**src/design/ptd_pkg.sv**
```systemverilog
// Shared types and constants of the priority task dispatcher.
// Request and result payloads, controller commands and datapath status.
// No dependencies.
`timescale 1ns / 1ps
`default_nettype none

package ptd_pkg;

	localparam int IDLE_BITS = 8;

	localparam logic [1:0] KIND_SCHEDULED = 2'd0;
	localparam logic [1:0] KIND_FULL      = 2'd1;
	localparam logic [1:0] KIND_DISPATCH  = 2'd2;
	localparam logic [1:0] KIND_DONE      = 2'd3;

	localparam logic OP_SCHEDULE = 1'b0;
	localparam logic OP_TICK     = 1'b1;

	typedef struct packed {
		logic        op;
		logic [15:0] intensity;
		logic [7:0]  idle_cores;
	} req_t;

	typedef struct packed {
		logic [1:0]  kind;
		logic [15:0] task_number;
		logic [2:0]  core_index;
		logic [15:0] task_intensity;
		logic        last;
	} rsp_t;

	// controller -> datapath
	typedef struct packed {
		logic load;        // capture request, rewind counters
		logic slot_step;   // advance slot counter
		logic scan_rd;     // read slot tables at slot counter
		logic find_clr;    // start a new best-task search
		logic core_next;   // advance core counter
		logic sched_write; // store new task, emit scheduled
		logic emit_full;   // emit queue full
		logic disp_commit; // free best task, emit dispatch
		logic emit_done;   // emit tick done
	} cmd_t;

	// datapath -> controller
	typedef struct packed {
		logic slot_free;
		logic slot_last;
		logic core_end;
		logic core_idle;
		logic found;
	} sts_t;

endpackage

`default_nettype wire

```
**src/design/ptd_ctrl.sv**
```systemverilog
// Sequencing state machine of the priority task dispatcher.
// Depends on ptd_pkg for the command and status structs.
`timescale 1ns / 1ps
`default_nettype none

module ptd_ctrl import ptd_pkg::*; (
	input  wire logic clk,
	input  wire logic arst_n,
	input  wire logic start,
	input  wire logic op,
	input  wire sts_t sts,
	output cmd_t      cmd,
	output logic      busy
);

	localparam logic [2:0] ST_IDLE  = 3'd0;
	localparam logic [2:0] ST_SCHED = 3'd1;
	localparam logic [2:0] ST_TCORE = 3'd2;
	localparam logic [2:0] ST_SCAN  = 3'd3;
	localparam logic [2:0] ST_DRAIN = 3'd4;
	localparam logic [2:0] ST_DISP  = 3'd5;

	logic [2:0] state_q;
	logic [2:0] state_d;

	always_comb begin
		cmd     = '0;
		state_d = state_q;
		unique case (state_q)
			ST_IDLE: begin
				if (start) begin
					cmd.load = 1'b1;
					state_d  = (op == OP_TICK) ? ST_TCORE : ST_SCHED;
				end
			end
			ST_SCHED: begin
				priority if (sts.slot_free) begin
					cmd.sched_write = 1'b1;
					state_d         = ST_IDLE;
				end else if (sts.slot_last) begin
					cmd.emit_full = 1'b1;
					state_d       = ST_IDLE;
				end else begin
					cmd.slot_step = 1'b1;
				end
			end
			ST_TCORE: begin
				priority if (sts.core_end) begin
					cmd.emit_done = 1'b1;
					state_d       = ST_IDLE;
				end else if (!sts.core_idle) begin
					cmd.core_next = 1'b1;
				end else begin
					cmd.find_clr = 1'b1;
					state_d      = ST_SCAN;
				end
			end
			ST_SCAN: begin
				cmd.scan_rd   = 1'b1;
				cmd.slot_step = 1'b1;
				if (sts.slot_last) begin
					state_d = ST_DRAIN;
				end
			end
			ST_DRAIN: begin
				// last slot's compare lands this cycle
				state_d = ST_DISP;
			end
			ST_DISP: begin
				cmd.disp_commit = sts.found;
				cmd.core_next   = 1'b1;
				state_d         = ST_TCORE;
			end
			default: begin
				state_d = ST_IDLE;
			end
		endcase
	end

	always_ff @(posedge clk or negedge arst_n) begin
		if (!arst_n) begin
			state_q <= ST_IDLE;
		end else begin
			state_q <= state_d;
		end
	end

	assign busy = (state_q != ST_IDLE);

endmodule

`default_nettype wire

```
**src/design/ptd_dp.sv**
```systemverilog
// Datapath of the priority task dispatcher: slot tables, counters,
// best-task search pipeline and result register. Depends on ptd_pkg.
`timescale 1ns / 1ps
`default_nettype none

module ptd_dp import ptd_pkg::*; #(
	parameter int TASK_SLOTS = 16,
	parameter int CORE_COUNT = 8
) (
	input  wire logic       clk,
	input  wire logic       arst_n,
	input  wire req_t       request,
	input  wire logic       cfg_we,
	input  wire logic [3:0] cfg_wdata,
	input  wire cmd_t       cmd,
	output sts_t            sts,
	output rsp_t            result,
	output logic            strobe
);

	localparam int SIDX_W   = $clog2(TASK_SLOTS);
	localparam int CORE_LIM = (CORE_COUNT < IDLE_BITS) ? CORE_COUNT : IDLE_BITS;
	localparam logic [SIDX_W-1:0] SLOT_LAST = SIDX_W'(TASK_SLOTS - 1);
	localparam logic [3:0]        LIMIT_MAX = 4'(CORE_LIM);

	// tables
	logic [15:0] int_mem [TASK_SLOTS];
	logic [15:0] num_mem [TASK_SLOTS];
	logic [TASK_SLOTS-1:0] valid_q;

	req_t              req_q;
	logic [3:0]        online_q;
	logic [15:0]       next_num_q;
	logic [SIDX_W-1:0] slot_q;
	logic [3:0]        core_q;

	// search pipeline
	logic              rd_s1;
	logic [SIDX_W-1:0] slot_s1;
	logic [15:0]       rd_int_s1;
	logic [15:0]       rd_num_s1;
	logic              found_q;
	logic [SIDX_W-1:0] best_slot_q;
	logic [15:0]       best_int_q;
	logic [15:0]       best_num_q;

	rsp_t        rsp_q;
	logic        stb_q;
	logic [3:0]  limit;
	logic [15:0] num_inc;
	logic        better;

	assign limit   = (online_q > LIMIT_MAX) ? LIMIT_MAX : online_q;
	assign num_inc = next_num_q + 16'd1;
	assign better  = rd_s1 && valid_q[slot_s1] && (!found_q || (rd_int_s1 > best_int_q));

	always_comb begin
		sts.slot_free = !valid_q[slot_q];
		sts.slot_last = (slot_q == SLOT_LAST);
		sts.core_end  = (core_q >= limit);
		sts.core_idle = req_q.idle_cores[core_q[2:0]];
		sts.found     = found_q;
	end

	always_ff @(posedge clk or negedge arst_n) begin
		if (!arst_n) begin
			online_q   <= 4'd1;
			valid_q    <= '0;
			next_num_q <= '0;
			slot_q     <= '0;
			core_q     <= '0;
			rd_s1      <= 1'b0;
			found_q    <= 1'b0;
			stb_q      <= 1'b0;
		end else begin
			if (cfg_we) begin
				online_q <= cfg_wdata;
			end
			rd_s1 <= cmd.scan_rd;
			stb_q <= cmd.sched_write | cmd.emit_full | cmd.disp_commit | cmd.emit_done;
			priority if (cmd.load || cmd.find_clr) begin
				slot_q <= '0;
			end else if (cmd.slot_step) begin
				slot_q <= (slot_q == SLOT_LAST) ? '0 : slot_q + 1'b1;
			end else begin
				slot_q <= slot_q;
			end
			priority if (cmd.load) begin
				core_q <= '0;
			end else if (cmd.core_next) begin
				core_q <= core_q + 4'd1;
			end else begin
				core_q <= core_q;
			end
			priority if (cmd.find_clr) begin
				found_q <= 1'b0;
			end else if (better) begin
				found_q <= 1'b1;
			end else begin
				found_q <= found_q;
			end
			if (cmd.sched_write) begin
				valid_q[slot_q] <= 1'b1;
				next_num_q      <= num_inc;
			end
			if (cmd.disp_commit) begin
				valid_q[best_slot_q] <= 1'b0;
			end
		end
	end

	// payload registers
	always_ff @(posedge clk) begin
		if (cmd.load) begin
			req_q <= request;
		end
		if (cmd.sched_write) begin
			int_mem[slot_q] <= req_q.intensity;
			num_mem[slot_q] <= num_inc;
		end
		if (cmd.scan_rd) begin
			rd_int_s1 <= int_mem[slot_q];
			rd_num_s1 <= num_mem[slot_q];
			slot_s1   <= slot_q;
		end
		if (better) begin
			best_slot_q <= slot_s1;
			best_int_q  <= rd_int_s1;
			best_num_q  <= rd_num_s1;
		end
		priority if (cmd.sched_write) begin
			rsp_q <= '{kind: KIND_SCHEDULED, task_number: num_inc, core_index: 3'd0,
				task_intensity: 16'd0, last: 1'b1};
		end else if (cmd.emit_full) begin
			rsp_q <= '{kind: KIND_FULL, task_number: 16'd0, core_index: 3'd0,
				task_intensity: 16'd0, last: 1'b1};
		end else if (cmd.disp_commit) begin
			rsp_q <= '{kind: KIND_DISPATCH, task_number: best_num_q,
				core_index: core_q[2:0], task_intensity: best_int_q, last: 1'b0};
		end else if (cmd.emit_done) begin
			rsp_q <= '{kind: KIND_DONE, task_number: 16'd0, core_index: 3'd0,
				task_intensity: 16'd0, last: 1'b1};
		end else begin
			rsp_q <= rsp_q;
		end
	end

	assign result = rsp_q;
	assign strobe = stb_q;

endmodule

`default_nettype wire

```
**src/design/priority_task_dispatcher.sv**
```systemverilog
// Priority task dispatcher: schedule walks the slots serially for the lowest free one;
// tick steps through the online cores and scans the whole table for each idle one.
// Each result leaves the output register in the cycle after it is formed; no stall.
// One request at a time: busy stays high until the request's last result is formed.
// Reset (arst_n low, async): tables empty, ID counter 0, cores_online 1.
// Depends on ptd_pkg, ptd_ctrl and ptd_dp.
`timescale 1ns / 1ps
`default_nettype none

module priority_task_dispatcher import ptd_pkg::*; #(
	parameter int TASK_SLOTS = 16,
	parameter int CORE_COUNT = 8
) (
	input  wire logic       clk,
	input  wire logic       arst_n,
	// request channel
	input  wire logic       start,
	input  wire req_t       request,
	output logic            busy,
	// result channel, one cycle per result
	output logic            strobe,
	output rsp_t            result,
	// cores_online register
	input  wire logic       cfg_we,
	input  wire logic [3:0] cfg_wdata
);

	// Controller walks the request: schedule scans the valid bits for the
	// lowest free slot; a tick steps through the cores and, for each idle
	// one, streams the whole table through a registered compare.
	cmd_t cmd;
	sts_t sts;

	ptd_ctrl u_ctrl (
		.clk    (clk),
		.arst_n (arst_n),
		.start  (start),
		.op     (request.op),
		.sts    (sts),
		.cmd    (cmd),
		.busy   (busy)
	);

	// Datapath owns the tables, counters and the result register.
	ptd_dp #(
		.TASK_SLOTS (TASK_SLOTS),
		.CORE_COUNT (CORE_COUNT)
	) u_dp (
		.clk       (clk),
		.arst_n    (arst_n),
		.request   (request),
		.cfg_we    (cfg_we),
		.cfg_wdata (cfg_wdata),
		.cmd       (cmd),
		.sts       (sts),
		.result    (result),
		.strobe    (strobe)
	);

	// at most one result formed per cycle
	a_one_emit: assert property (@(posedge clk) disable iff (!arst_n)
		$onehot0({cmd.sched_write, cmd.emit_full, cmd.disp_commit, cmd.emit_done}))
		else $error("more than one result formed in a cycle");

	// results only come out of a request in progress
	a_strobe_busy: assert property (@(posedge clk) disable iff (!arst_n)
		strobe |-> $past(busy))
		else $error("result without a request in progress");

	// the closing result frees the block
	a_last_idle: assert property (@(posedge clk) disable iff (!arst_n)
		(strobe && result.last) |-> !busy)
		else $error("still busy after the last result");

	// only dispatches are followed by more results
	a_notlast_kind: assert property (@(posedge clk) disable iff (!arst_n)
		(strobe && !result.last) |-> (result.kind == KIND_DISPATCH))
		else $error("non-final result that is not a dispatch");

endmodule

`default_nettype wire

```
**config.mk**
```make
export PLATFORM = sky130hd
export DESIGN_NAME = priority_task_dispatcher
export DESIGN_NICKNAME = d
export VERILOG_FILES = /design/src/design/ptd_pkg.sv /design/src/design/ptd_ctrl.sv /design/src/design/ptd_dp.sv /design/src/design/priority_task_dispatcher.sv
export SDC_FILE = /design/constraint.sdc
export NUM_CORES = 1
export LEC_CHECK = 0
export ABC_AREA = 1
export BUFFER_PORTS_ARGS = -buffer_cell sky130_fd_sc_hd__buf_2
export CORE_UTILIZATION = 60
export CTS_BUF_LIST = sky130_fd_sc_hd__clkbuf_8 sky130_fd_sc_hd__clkbuf_16
export CTS_CLUSTER_SIZE = 24
export DETAILED_ROUTE_END_ITERATION = 16
export HOLD_SLACK_MARGIN = 0.03
export PLACE_DENSITY_LB_ADDON = 0.08
export REMOVE_ABC_BUFFERS = 1
export SYNTH_ARGS = -nofsm -noshare
export SYNTH_HDL_FRONTEND = slang
export SYNTH_HIERARCHICAL = 1
export SYNTH_SLANG_ARGS = --single-unit
```
**constraint.sdc**
```tcl
create_clock -name clk -period 7.7 [get_ports clk]
set_input_delay 1.155 -clock clk [delete_from_list [all_inputs] [get_ports clk]]
set_output_delay 1.155 -clock clk [all_outputs]
set_load 0.005 [all_outputs]
```
* After elaboration in Yosys (flattened, before gate mapping) *
Memories as Yosys holds them, arrays and structs flattened. A register that Yosys moved wholly into a read port is not among the register bits.
Index checks and enable logic that the tools add are counted.

storage, ports and cells
  bits in registers = 152
  bits in latches = 0
  RAM bits = 512
  ROM bits = 0
  input bits = 33
  output and inout bits = 40
  word-level logic and storage cells = 120
  memories kept = 2

memory list
  memory        words  bits a word  read ports  clocked after memory_dff  wr ports  line          source
  u_dp.int_mem  16     16           1           1                         1         ptd_dp.sv:27  logic [15:0] int_mem [TASK_SLOTS];
  u_dp.num_mem  16     16           1           1                         1         ptd_dp.sv:28  logic [15:0] num_mem [TASK_SLOTS];

operators by class
  $add $sub $neg = 3
  multipliers = 0
  divide/modulo/power cells = 0
  order comparisons = 9
  eq/ne operators = 10
  shifts and indexed selects = 0
  muxes and demuxes = 52
  bitwise logic cells = 6
  reductions and logical operators = 17

operator list
  cell                     count
  $mux W38                 2
  $mux W37                 1
  $mux W36                 1
  $mux W16                 2
  $mux W4                  6
  $mux W1                  23
  $mux W3                  6
  $pmux W3 S6              1
  $add A16 B1 Y16 const B  1
  $and A16 B16 Y16         1
  $gt A16 B16 Y1           1
  $not A16 Y16             1
  $or A16 B16 Y16          1
  $lt A4 B5 Y1 const B     3
  $add A4 B1 Y4 const B    2
  $bmux W1 S4              2
  $demux W1 S4             2
  $ge A4 B1 Y1 const B     2
  $reduce_bool A2 Y1       4
  $eq A3 B2 Y1 const B     2
  $eq A3 B3 Y1 const B     2
  $mux W2                  3
  $reduce_bool A3 Y1       2
  $eq A4 B4 Y1 const B     1
  17 further kinds         25

* Depth between registers and ports, before layout *
  word-level depth = 9
  depth in mapped cells = 15
  gate-level depth less buffers = 15

* Modules after synthesis *
Netlist, hierarchy kept.

modules (own cells, without submodules)
  module    instances  cells each  area each (µm²)  seq. area each (µm²)
  ptd_dp    1          2,092       27,057.2         20,355.8
  ptd_ctrl  1          60          322.8            75.1

* Least setup slack after synthesis *
OpenSTA, ideal clock, no wires.

  kind = register to register
  start = register u_dp.slot_q[0]
  end = memory u_dp.int_mem[11][0] (enable)
  setup time = 0.422 ns
  arrival time = 3.220 ns
  data required time = 7.278 ns
  slack = 4.057 ns
  stages on the path, launching flop included = 12
  buffers on the path = 2
  clock period less this slack = 3.643 ns
  cell sequence = dfrtp_1 -> buf_6 -> inv_4 -> clkbuf_1 -> o21ai_0 -> o21ai_0 -> nand2_1 -> nand4_1 -> inv_1 -> nor2_1 -> nand2_1 -> nor2_1

RTL lines
  element                   line          source
  start: declaration        ptd_dp.sv:34  logic [SIDX_W-1:0] slot_q;
  start signal: assignment  ptd_dp.sv:84  slot_q <= (slot_q == SLOT_LAST) ? '0 : slot_q + 1'b1;
  start signal: assignment  ptd_dp.sv:86  slot_q <= slot_q;
  end: declaration          ptd_dp.sv:27

==> reports/results.md <==
| Step | Parameter | Reported |
|:---|:---|:---|
| status | Result of the run | finished clean |
| clock network | CTS tree | yes |
| drt | Wire length per cell | 23.9 µm |
| setup path | Number of buffer and inverter instances along the worst setup path | 2 |
| clock network | Worst-case clock buffer depth | 3 |
| floorplan | Top-level I/O count | 73 |
| drt | Router iterations before antenna repair | 6 |
| placement | Number of input and output port buffers inserted | 72 |
| synth | Per-instance average area after synthesis | 12.7 µm² |
| setup path | Length in cells of the worst reg-to-reg path | 9 |
| finish | Proportion of layout cells with a drive suffix above 1 | 10.7% |
| power and ir drop | Power per unit of standard cell area | 346 nW/µm² |
| synth | Library cell with the largest summed area after synthesis | edfxtp_1 |
| placement | Final weighted congestion in routability-driven placement | 0.929 |
| synth | Cell variety after synth | 41 |
| timing | RSZ-0062 raised after global routing | false |
| floorplan | Die boundary width | 216 µm |
| power and ir drop | Internal power contribution | 7.09 mW |
| timing | Min Clock Period, post-route | 4.39 ns |
| grt | Number of global-route vias before repair | 16600 |
| synth | Fraction of the yosys area taken by sequential cells | 74.6% |
| timing | Post-route setup slack | 3.31 ns |
| setup path | Cells along the critical path | buf_4 -> o21ai_0 -> o21ai_0 -> nand2_1 -> nand4_1 -> inv_1 -> nor2_2 -> nand2_1 -> nor2_4 |
| synth | Dominant register cell in the synthesized netlist | edfxtp_1 |
| setup path | Kind of cell with the highest combined delay on the critical path | simple AND/OR/NAND/NOR gates |
| clock network | Clock root buffer master | clkbuf_16 |
| finish | Area taken by flip-flops and latches | 20400 µm² |
| clock network | Clock latency on the worst-skew pair | 0.60 ns |
| power and ir drop | Power share of the sequential group | 46.3% |
| synth | Post-Synthesis Cell Area | 27400 µm² |
| synth | Area share of the largest cell type after synthesis | 68.4% |
| synth | Async SR Flop Fraction | 7.18% |
| grt | Initial antenna violation count | 8 |
| timing | Transition time at the pin with the least slew margin | 1.31 ns |
| setup path | Element type at the critical path start | flip-flop |
| clock network | CTS sink cnt | 696 |
| placement | Setup Slack @ Placement | 3.40 ns |
| run | Max-capacitance violation count | 0 |
| drt | Average via count per standard cell | 6.19 |
| finish | Multi-input logic area | 6260 µm² |
| timing | Portion of the clock cycle consumed by the worst path in the final layout | 57.0% |
| grt | GRT Resource Usage Total | 29.6% |
| worst hold path | Classification of the worst-slack hold path | reg2reg |
| setup path | Category of the critical setup timing path | reg2reg |
| setup path | Worst stage delay on the critical path | 1.07 ns |
| floorplan | Core box area | 44600 µm² |
| synth | Leading cell type by number of instances after synthesis | edfxtp_1 |
| power and ir drop | Combinational share of power | 23.5% |
| power and ir drop | Peak supply drop | 260 µV |
| drt | Remaining antenna violation count | 0 |
| clock network | Post-CTS sizing | 0 |
| setup path | Required time at the worst-slack endpoint | 7.90 ns |
| placement | Cell area after placement | 28300 µm² |
| clock network | Number of hold buffers added after cts | 0 |
| finish | Post-route cell area | 30500 µm² |
| synth | Cell types with the highest counts after synthesis | edfxtp_1, nor2_1, o21ai_0 |
| drt | Wire length reported by the detailed router | 68200 µm |
| grt | Global-route wire length before repair | 102000 µm |
| finish | Post-synthesis to final-layout area growth | 11.4% |
| timing | Final setup violating endpoints | 0 |
| synth | Number of standard cells after synthesis | 2152 |
| synth | Syn. warnings | 6 |
| setup path | Crit Path Max Fanout | 68 |
| clock network | Post CTS Setup Buffer Count | 0 |
| setup path | Path length in cells of the critical path | 9 |
| timing | Worst Skew | 0.0257 ns |
| power and ir drop | Leakage power total | 10.8 nW |
| synth | Number of flip-flops and latches in the synthesized netlist | 696 |
| clock network | Number of H-tree levels | 3 |
| worst hold path | Number of cells on the worst hold path | 0 |
| drt | Vias | 17700 |
| timing | Rel. slew slack | 12.7% |
| power and ir drop | Clk network pwr share | 30.2% |
| placement | Detail Placement HPWL | 42500 µm |
| clock network | CTS clock-pin slew for the worst setup and hold paths | 0.06 ns |
| finish | Number of inserted filler cells in the final layout | 3121 |
| timing | Final Hold Vio Count | 0 |
| synth | Number of enable flip-flop cells after synthesis | 624 |
| power and ir drop | Switching component of the power | 3.48 mW |
| finish | Final net count | 2265 |
| floorplan | Count of standard-cell rows | 77 |
| floorplan | Height of the chip | 216 µm |
| setup path | WP data arrival | 4.59 ns |
| floorplan | Die area | 46500 µm² |
| clock network | Cts bufs inserted | 71 |
| grt | Total global routing overflow | 0 |
| timing | Final-report max-slew violation count | 0 |
| drt | Number of remaining DRC errors | 0 |
| synth | Leading post-synthesis cells by cell area | edfxtp_1, o21ai_0, nor2_1 |
| setup path | Cell at the slowest stage of the critical path | nor2_4 |
| setup path | CP endpoint kind | flip-flop |
| timing | Max Clk Rate | 228 MHz |
| floorplan | Effective utilization at floorplan | 61.4% |
| grt | Maximum number of pins on one net before global-route repair | 104 |
| drt | DRC marker count from the first detailed-route iteration | 2302 |
| power and ir drop | Fraction of power spent switching nets | 32.9% |
## stage by stage
stage	cells	hold slack, ns	power, mW	utilization, %	setup TNS, ns
after floorplan	2042	0.400	6.34	-	-428.08
after global placement	2725	0.401	7.33	63.5	0
after detailed placement	2725	0.411	7.39	63.5	0
after CTS	2851	0.413	10.6	68.4	0
after global routing	2851	0.435	11.0	68.4	0
final	2854	0.417	10.6	68.4	0
## logic make-up after synthesis
kind of cell,after synthesis,synth area share [%]
AOI/OAI and AO/OA,484,9.50
xor gates and xnor gates,15,0.507
adders and majority gates,26,1.19
buffers and inverters,211,3.29
DFF,696,74.6
muxes,2,0.0822
and+or+nand+nor,718,10.8
## power groups by stage
stage | registers [mW] | logic, mW | clock network (mW)
after global routing | 4.92 | 2.69 | 3.37
after global placement | 4.96 | 2.37 | 0
after floorplan | 4.93 | 1.42 | 0
after detailed placement | 4.97 | 2.42 | 0
after CTS | 4.89 | 2.44 | 3.24
final | 4.90 | 2.48 | 3.19
## routing by layer
metal,global-route usage (%),part of all wire [%]
met1,46.9,43
met4,8.49,2.1
met2,41.6,43
met3,6.12,11
met5,0,0.040
## flip-flops by register name, summed over array words and instances, names as in the netlist
register          count
u_dp/result          38
u_dp/next_num_q      16
u_dp/slot_q           4
u_dp/rd_int_s1       16
u_dp/rd_num_s1       16
u_dp/best_num_q      16
u_dp/core_q           4
u_dp/req_q           24
u_dp/best_slot_q      4
u_dp/found_q          1
u_dp/valid_q         16
u_dp/num_mem        256
u_dp/best_int_q      16
u_dp/slot_s1          4
u_dp/strobe           1
u_dp/online_q         4
u_dp/rd_s1            1
u_ctrl/state_q        3
u_dp/int_mem        256
## path summary, 6_finish.rpt
kind,from,end,slack (ns)
max,u_dp/slot_q[0],u_dp/num_mem[4][13],3.31
min,u_dp/rd_num_s1[12],u_dp/best_num_q[12],0.42
max reg2reg,u_dp/slot_q[0],u_dp/num_mem[4][13],3.31
min reg2reg,u_dp/rd_num_s1[12],u_dp/best_num_q[12],0.42
max in group asynchronous,arst_n,u_dp/slot_q[1],6.45
min in group asynchronous,arst_n,u_dp/online_q[1],0.69
## cells in the final DEF (no fill, tap or decap), types with 2 or more instances in the layout
master     Yosys  layout
edfxtp_1     624     624
nor2_1       334     314
o21ai_0      277     277
nand2_1      268     268
o22ai_1      133     133
inv_1         92     113
clkbuf_16      0      76
buf_2         44      72
dfrtp_1       49      47
nand3_1       46      46
nand4_1       37      37
o21ai_1       35      35
a21oi_1       35      34
nor2_4         5      26
ha_1          26      26
dfxtp_1       22      22
buf_4          7      19
clkinv_1       1      13
nor3_1        13      13
clkinv_2       0      10
xor2_1        13       7
xor2_2         1       7
inv_2          7       6
nor2_2         5       4
diode_2        0       3
inv_6          0       3
nand2_2        3       3
clkinv_8       0       2
nand3_2        2       2
mux2_2         2       2
dfrtp_4        0       2
## final cells by class
class                      count  share of cell area, %
inverter                     101                   1.26
tap                          592                   2.43
timing repair buffer          91                   1.65
sequential                   696                   67.0
clock inverter                49                  0.861
multi-input combinational   1245                   20.5
clock buffer                  77                   6.28
antenna                        3                 0.0246
Note: power is estimated with default switching activity, not from simulation.
